File: src/design/sim_pkg.sv
`timescale 1ns / 1ps
`default_nettype none

package sim_pkg;

  localparam int SAMPLE_W = 24;
  localparam int COUNT_W  = 17;
  localparam int SUM_W    = 40;
  localparam int SQ_W     = 64;
  localparam int MID_W    = 68;
  localparam int MUL_W    = 80;
  localparam int WIDE_W   = 192;
  localparam int ROOT_W   = 16;
  localparam int BIT_W    = 4;

  localparam int CORR_GAIN   = 28;
  localparam int WIDTH_GAIN  = 24;
  localparam int CORR_TOP    = 14;
  localparam int WIDTH_TOP   = 15;
  localparam int SHARE_TOP   = 13;
  localparam int SHARE_SHIFT = 28;

  localparam logic [14:0]        SHARE_ONE = 15'd16384;
  localparam logic signed [15:0] CORR_ONE  = 16'sd16384;

  typedef struct packed {
    logic signed [SAMPLE_W-1:0] left_sample;
    logic signed [SAMPLE_W-1:0] right_sample;
    logic                       last_in_window;
  } sim_in_t;

  typedef struct packed {
    logic [15:0]        width_ratio;
    logic [14:0]        mid_share;
    logic signed [15:0] correlation;
    logic [16:0]        pairs_counted;
    logic               window_overflow;
  } sim_out_t;

  typedef enum logic {
    OP_MUL    = 1'b0,
    OP_SEARCH = 1'b1
  } sim_op_t;

  typedef struct packed {
    logic             start;
    sim_op_t          op;
    logic             keep;
    logic [BIT_W-1:0] top_bit;
  } sim_req_t;

  typedef enum logic [2:0] {
    ST_IDLE,
    ST_LL,
    ST_RR,
    ST_LR,
    ST_PREP,
    ST_ISSUE,
    ST_WAIT,
    ST_FIN
  } sim_state_t;

  typedef enum logic [1:0] {
    U_IDLE,
    U_MUL,
    U_TRY,
    U_UPD
  } sim_ustate_t;

  typedef enum logic [3:0] {
    STEP_NLL,
    STEP_VL,
    STEP_NRR,
    STEP_VR,
    STEP_NLR,
    STEP_CV,
    STEP_VPROD,
    STEP_CVSQ,
    STEP_CORR,
    STEP_WIDTH,
    STEP_SHARE
  } sim_step_t;

endpackage

`default_nettype wire

File: src/design/sim_unit.sv
`timescale 1ns / 1ps
`default_nettype none

module sim_unit import sim_pkg::*; (
  input  logic                     clk,
  input  logic                     rst_n,
  input  sim_req_t                 req,
  input  logic signed [WIDE_W-1:0] opnd_a,
  input  logic signed [MUL_W-1:0]  opnd_b,
  input  logic signed [WIDE_W-1:0] opnd_f,
  input  logic signed [WIDE_W-1:0] opnd_r,
  output logic                     done,
  output logic signed [WIDE_W-1:0] acc,
  output logic [ROOT_W-1:0]        root
);

  localparam int CNT_W = $clog2(MUL_W);
  localparam logic [CNT_W-1:0] CNT_LAST = CNT_W'(MUL_W - 1);

  sim_ustate_t state_r, state_nxt;
  logic signed [WIDE_W-1:0] acc_r, acc_nxt;
  logic signed [WIDE_W-1:0] d_r, d_nxt;
  logic signed [WIDE_W-1:0] e_r, e_nxt;
  logic signed [WIDE_W-1:0] f_r, f_nxt;
  logic signed [WIDE_W-1:0] r_r, r_nxt;
  logic signed [MUL_W-1:0]  b_r, b_nxt;
  logic [CNT_W-1:0]         cnt_r, cnt_nxt;
  logic [BIT_W-1:0]         bit_r, bit_nxt;
  logic [ROOT_W-1:0]        x_r, x_nxt;
  logic                     done_r, done_nxt;

  logic signed [WIDE_W-1:0] add_x, add_y, add_z, add_w, add_sum;
  logic                     pass;

  // The single wide adder serves both the shift-add multiply and the
  // bit-by-bit square search.
  always_comb begin
    add_x = acc_r;
    add_y = '0;
    add_z = '0;
    add_w = '0;
    unique case (state_r)
      U_MUL: begin
        if (b_r[0]) begin
          if (cnt_r == CNT_LAST) begin
            add_y = ~d_r;
            add_w = WIDE_W'(1);
          end else begin
            add_y = d_r;
          end
        end
      end
      U_TRY: begin
        add_y = d_r;
        add_z = e_r;
        add_w = f_r;
      end
      U_UPD: begin
        add_x = d_r;
        add_y = e_r <<< 1;
      end
      default: begin
      end
    endcase
  end

  assign add_sum = add_x + add_y + add_z + add_w;
  assign pass    = (add_sum <= r_r);

  always_comb begin
    state_nxt = state_r;
    acc_nxt   = acc_r;
    d_nxt     = d_r;
    e_nxt     = e_r;
    f_nxt     = f_r;
    r_nxt     = r_r;
    b_nxt     = b_r;
    cnt_nxt   = cnt_r;
    bit_nxt   = bit_r;
    x_nxt     = x_r;
    done_nxt  = 1'b0;
    unique case (state_r)
      U_IDLE: begin
        if (req.start) begin
          cnt_nxt = '0;
          bit_nxt = req.top_bit;
          x_nxt   = '0;
          if (req.op == OP_MUL) begin
            if (!req.keep) begin
              acc_nxt = '0;
            end
            d_nxt     = opnd_a;
            b_nxt     = opnd_b;
            state_nxt = U_MUL;
          end else begin
            acc_nxt   = '0;
            d_nxt     = '0;
            e_nxt     = opnd_a;
            f_nxt     = opnd_f;
            r_nxt     = opnd_r;
            state_nxt = U_TRY;
          end
        end
      end
      U_MUL: begin
        acc_nxt = add_sum;
        d_nxt   = d_r <<< 1;
        b_nxt   = b_r >>> 1;
        cnt_nxt = cnt_r + 1'b1;
        if (cnt_r == CNT_LAST) begin
          state_nxt = U_IDLE;
          done_nxt  = 1'b1;
        end
      end
      U_TRY: begin
        if (pass) begin
          acc_nxt      = add_sum;
          x_nxt[bit_r] = 1'b1;
          state_nxt    = U_UPD;
        end else begin
          d_nxt   = d_r >>> 1;
          e_nxt   = e_r >>> 2;
          f_nxt   = f_r >>> 1;
          bit_nxt = bit_r - 1'b1;
          if (bit_r == '0) begin
            state_nxt = U_IDLE;
            done_nxt  = 1'b1;
          end
        end
      end
      U_UPD: begin
        d_nxt   = add_sum >>> 1;
        e_nxt   = e_r >>> 2;
        f_nxt   = f_r >>> 1;
        bit_nxt = bit_r - 1'b1;
        if (bit_r == '0) begin
          state_nxt = U_IDLE;
          done_nxt  = 1'b1;
        end else begin
          state_nxt = U_TRY;
        end
      end
      default: begin
        state_nxt = U_IDLE;
      end
    endcase
  end

  always_ff @(posedge clk) begin
    if (!rst_n) begin
      state_r <= U_IDLE;
      done_r  <= 1'b0;
    end else begin
      state_r <= state_nxt;
      done_r  <= done_nxt;
    end
  end

  always_ff @(posedge clk) begin
    acc_r <= acc_nxt;
    d_r   <= d_nxt;
    e_r   <= e_nxt;
    f_r   <= f_nxt;
    r_r   <= r_nxt;
    b_r   <= b_nxt;
    cnt_r <= cnt_nxt;
    bit_r <= bit_nxt;
    x_r   <= x_nxt;
  end

  assign done = done_r;
  assign acc  = acc_r;
  assign root = x_r;

endmodule

`default_nettype wire

File: config.mk
export PLATFORM = sky130hd
export DESIGN_NAME = sim_unit
export DESIGN_NICKNAME = d
export VERILOG_FILES = /design/src/design/sim_pkg.sv /design/src/design/sim_unit.sv
export SDC_FILE = /design/constraint.sdc
export NUM_CORES = 2
export LEC_CHECK = 0
export BUFFER_PORTS_ARGS = -buffer_cell sky130_fd_sc_hd__buf_4
export CAP_MARGIN = 20
export CORE_UTILIZATION = 25
export DETAILED_ROUTE_END_ITERATION = 12
export PLACE_DENSITY = 0.38
export SLEW_MARGIN = 5
export SYNTH_ARGS = -nofsm -noshare
export SYNTH_HDL_FRONTEND = slang
export SYNTH_SLANG_ARGS = --single-unit
File: constraint.sdc
create_clock -name clk -period 90.7 [get_ports clk]
set_input_delay 9.07 -clock clk [delete_from_list [all_inputs] [get_ports clk]]
set_output_delay 9.07 -clock clk [all_outputs]
set_load 0.02 [all_outputs]
==> flow_summary.yaml <==
run_status:
  status: "finished clean"
critical_path:
  required_ns: 91.14
  crit_path_top_delay_cell: "a311oi_1"
  worstReg2RegStart: "state_r[0]"
  worstSetupStartpointType: "register"
  crit_fanout: 137
  cp-end-kind: "register"
  r2r_end: "f_r[102]"
  rr_worst_depth: 38
  cpMostUsedCell: "buf_4"
  rrSetupSlack_ns: 74.28
  crit_type: "register to register"
  cp.arrival_ns: 16.86
  slowest_delay_ns: 0.84
yosys:
  syn_area_um2: 80200
  yosys.area_share.simple_pct: 17.4
  avgSynthCellArea_um2: 9.34
  synth_compound_gate_area_share_pct: 14.7
  synth_top_area_share_pct: 40.0
  synth.area.mux_share_pct: 3.72
  synth_top_family_by_area: "simple AND/OR/NAND/NOR gates"
  synthTopCellsByCount: "1856 x nand2_1, 1067 x edfxtp_1, 844 x inv_1, 560 x nor2_1, 502 x a21oi_1"
  synthAdderAreaFrac_pct: 15.7
  ys_warn_count: 0
  ys_seq_elements: 1070
  syn-num-nets: 10000
  synth-edff-count: 1067
  synthCells: 8584
  yosysTopAreaCell: "edfxtp_1"
  synthDistinctLibCells: 86
  synthArstFlopShare_pct: 0
  yosysMostFrequentCell: "nand2_1"
  yosys_most_used_dff: "edfxtp_1"
  seq_area_frac_synth_pct: 40.0
  ys_top_cells_by_area: "edfxtp_1 40%, fa_1 9.5%, nand2_1 8.7%, ha_1 6.1%, inv_1 4.0%"
  synthXorXnorAreaFrac_pct: 2.19
power_and_ir_drop:
  ir_drop_mv: 0.0328
  total_power_mw: 4.16
  p_leak_nw: 40.6
  power_density_nw_per_um2: 43.4
final_layout:
  drive_above_1_share_pct: 15.4
  num-fill-cells: 33900
  nets: 10700
  syn_to_final_growth_pct: 19.6
  seqCellArea_um2: 32100
  fin_util_pct: 30.1
  multi_input_area_um2: 43300
timing:
  clock.fmax_mhz: 60.9
  rsz0062_at_grt: "no"
  worst_slack_ns: 74.28
  final_hold_viol_count: 0
  finalSetupViolCount: 0
  clock-skew-final_ns: 0.0667
  timing.slew.headroom_pct: 12.3
  fin_tns_setup_ns: 0
  finalMaxSlewViolations: 0
  worst_pin_slew_ns: 1.32
  period_share_pct: 18.1
  finalCriticalPeriod_ns: 16.42
global_route:
  grt_pass1_vias: 69500
  grt-ovfl-total: 0
  grt_use_total_pct: 22.1
  antenna_found_initial: 34
  grt_max_degree: 138
  grt_pass1_wl_um: 521000
clock_tree:
  htreeDepth: 4
  clock-sinks: 1070
  cts_resized: 0
  cts_setup_buffers: 0
  clock_path_buffers: 4
  tritoncts: "yes"
  cts_root_buf: "clkbuf_16"
  clk_pin_slew_worst_paths_ns: 0.06
  cts_hold_buf: 0
  clock_latency_ns: 0.87
  cts_buffers: 147
detailed_routing:
  vias: 67900
  ant_nets: 0
  firstDrtPassIters: 9
  drc: 0
  drt-wirelength-per-cell_um: 27.2
  drt-total-wl_um: 367000
  drtIter0Drc: 6030
  via_per_inst: 5.02
place:
  dp_hpwl_um: 290000
  portBuffers: 873
  place.gp.congestion: 0.906
  pre_cts_ws_ns: 73.92
worst_hold_path:
  hold_path_end: "f_r[15]"
  hp-class: "register to register"
  min_from: "f_r[16]"
  hold-path-cell-count: 2
die:
  placementRows: 207
  start_util_pct: 25.2
  die_width_um: 568
  die_area_um2: 323000
  core_area_um2: 319000
  dieHeight_um: 568
  ios: 874
job:
  max_cap_viol_count: 0
power breakdown:
group          total, mW  switching, mW  leakage (nW)  internal, mW
clock              0.582          0.248          2.24         0.334
combinational       2.46           1.67          27.9         0.786
sequential          1.12          0.237          10.5         0.879
critical path: cells and delay by family (launching register included):
kind                     cells  cell delay (ns)
adder cells (fa/ha/maj)      5             2.25
XOR/XNOR                     2             0.77
flip-flops                   1             0.47
buffers and inverters        9             4.09
AO/OA/AOI/OAI               13             4.44
multiplexers                 1             0.44
AND/OR/NAND/NOR              8             3.00
per-stage QoR:
stage	hold WS [ns]	cell area (um^2)	instances
6_report	0.530	95900	13500
5_1_grt	0.529	95900	13500
4_1_cts	0.527	95800	13500
3_5_place_dp	0.525	91200	13200
3_3_place_gp	0.527	91100	13200
2_1_floorplan	0.508	80200	8584
cell usage in the layout, fill, tap and decap left out, types with 360 or more instances in the layout:
| cell | Yosys | final |
|---|---|---|
| o21ai_0 | 362 | 360 |
| a21oi_1 | 502 | 502 |
| and2_1 | 407 | 407 |
| edfxtp_1 | 1067 | 1067 |
| inv_1 | 844 | 842 |
| nand2_1 | 1856 | 1856 |
| ha_1 | 393 | 388 |
| fa_1 | 382 | 382 |
| buf_4 | 2 | 957 |
| nor2_1 | 560 | 555 |
routing by layer:
metal / part of all wire [%] / track usage (%) / vias up
met5: 0.0030 / 0 / -
met4: 3.8 / 8.30 / 2
met1: 45 / 29.8 / 34000
met3: 5.0 / 2.62 / 399
met2: 47 / 36.2 / 2269
li1: - / - / 31200
registers in the layout (all words and copies together), names as in the netlist:
| signal | cells |
|---|---|
| e_r | 192 |
| f_r | 192 |
| b_r | 80 |
| r_r | 192 |
| d_r | 192 |
| acc | 192 |
| done | 1 |
| bit_r | 4 |
| cnt_r | 7 |
| state_r | 2 |
| root | 16 |
final cells by class:
| class | instances | area share [%] |
|---|---|---|
| clock buffers | 184 | 4.01 |
| repair buffers | 973 | 7.76 |
| multi-input cells | 6182 | 45.1 |
| diodes | 25 | 0.0652 |
| clock inverters | 69 | 0.801 |
| flip-flops and latches | 1070 | 33.5 |
| inverters | 845 | 3.31 |
| well taps | 4180 | 5.45 |
kinds of logic after synthesis:
group,after synthesis
and+or+nand+nor,3190
AOI/OAI and AO/OA,1745
buffers and inverters,1332
DFF,1070
adders and majority gates,775
muxes,272
xor gates and xnor gates,200
worst max path at each step:
stage                     from       end  slack, ns  cells after the start
floorplan               req[5]    e_r[0]      19.41                      3
global placement    state_r[0]  f_r[102]      73.24                     36
detailed placement  state_r[0]  f_r[102]      73.92                     40
CTS                 state_r[0]  f_r[124]      73.89                     38
global route        state_r[0]  e_r[100]      73.22                     38
finish              state_r[0]  f_r[102]      74.28                     38
No activity file was read; power rests on OpenSTA's default activity.
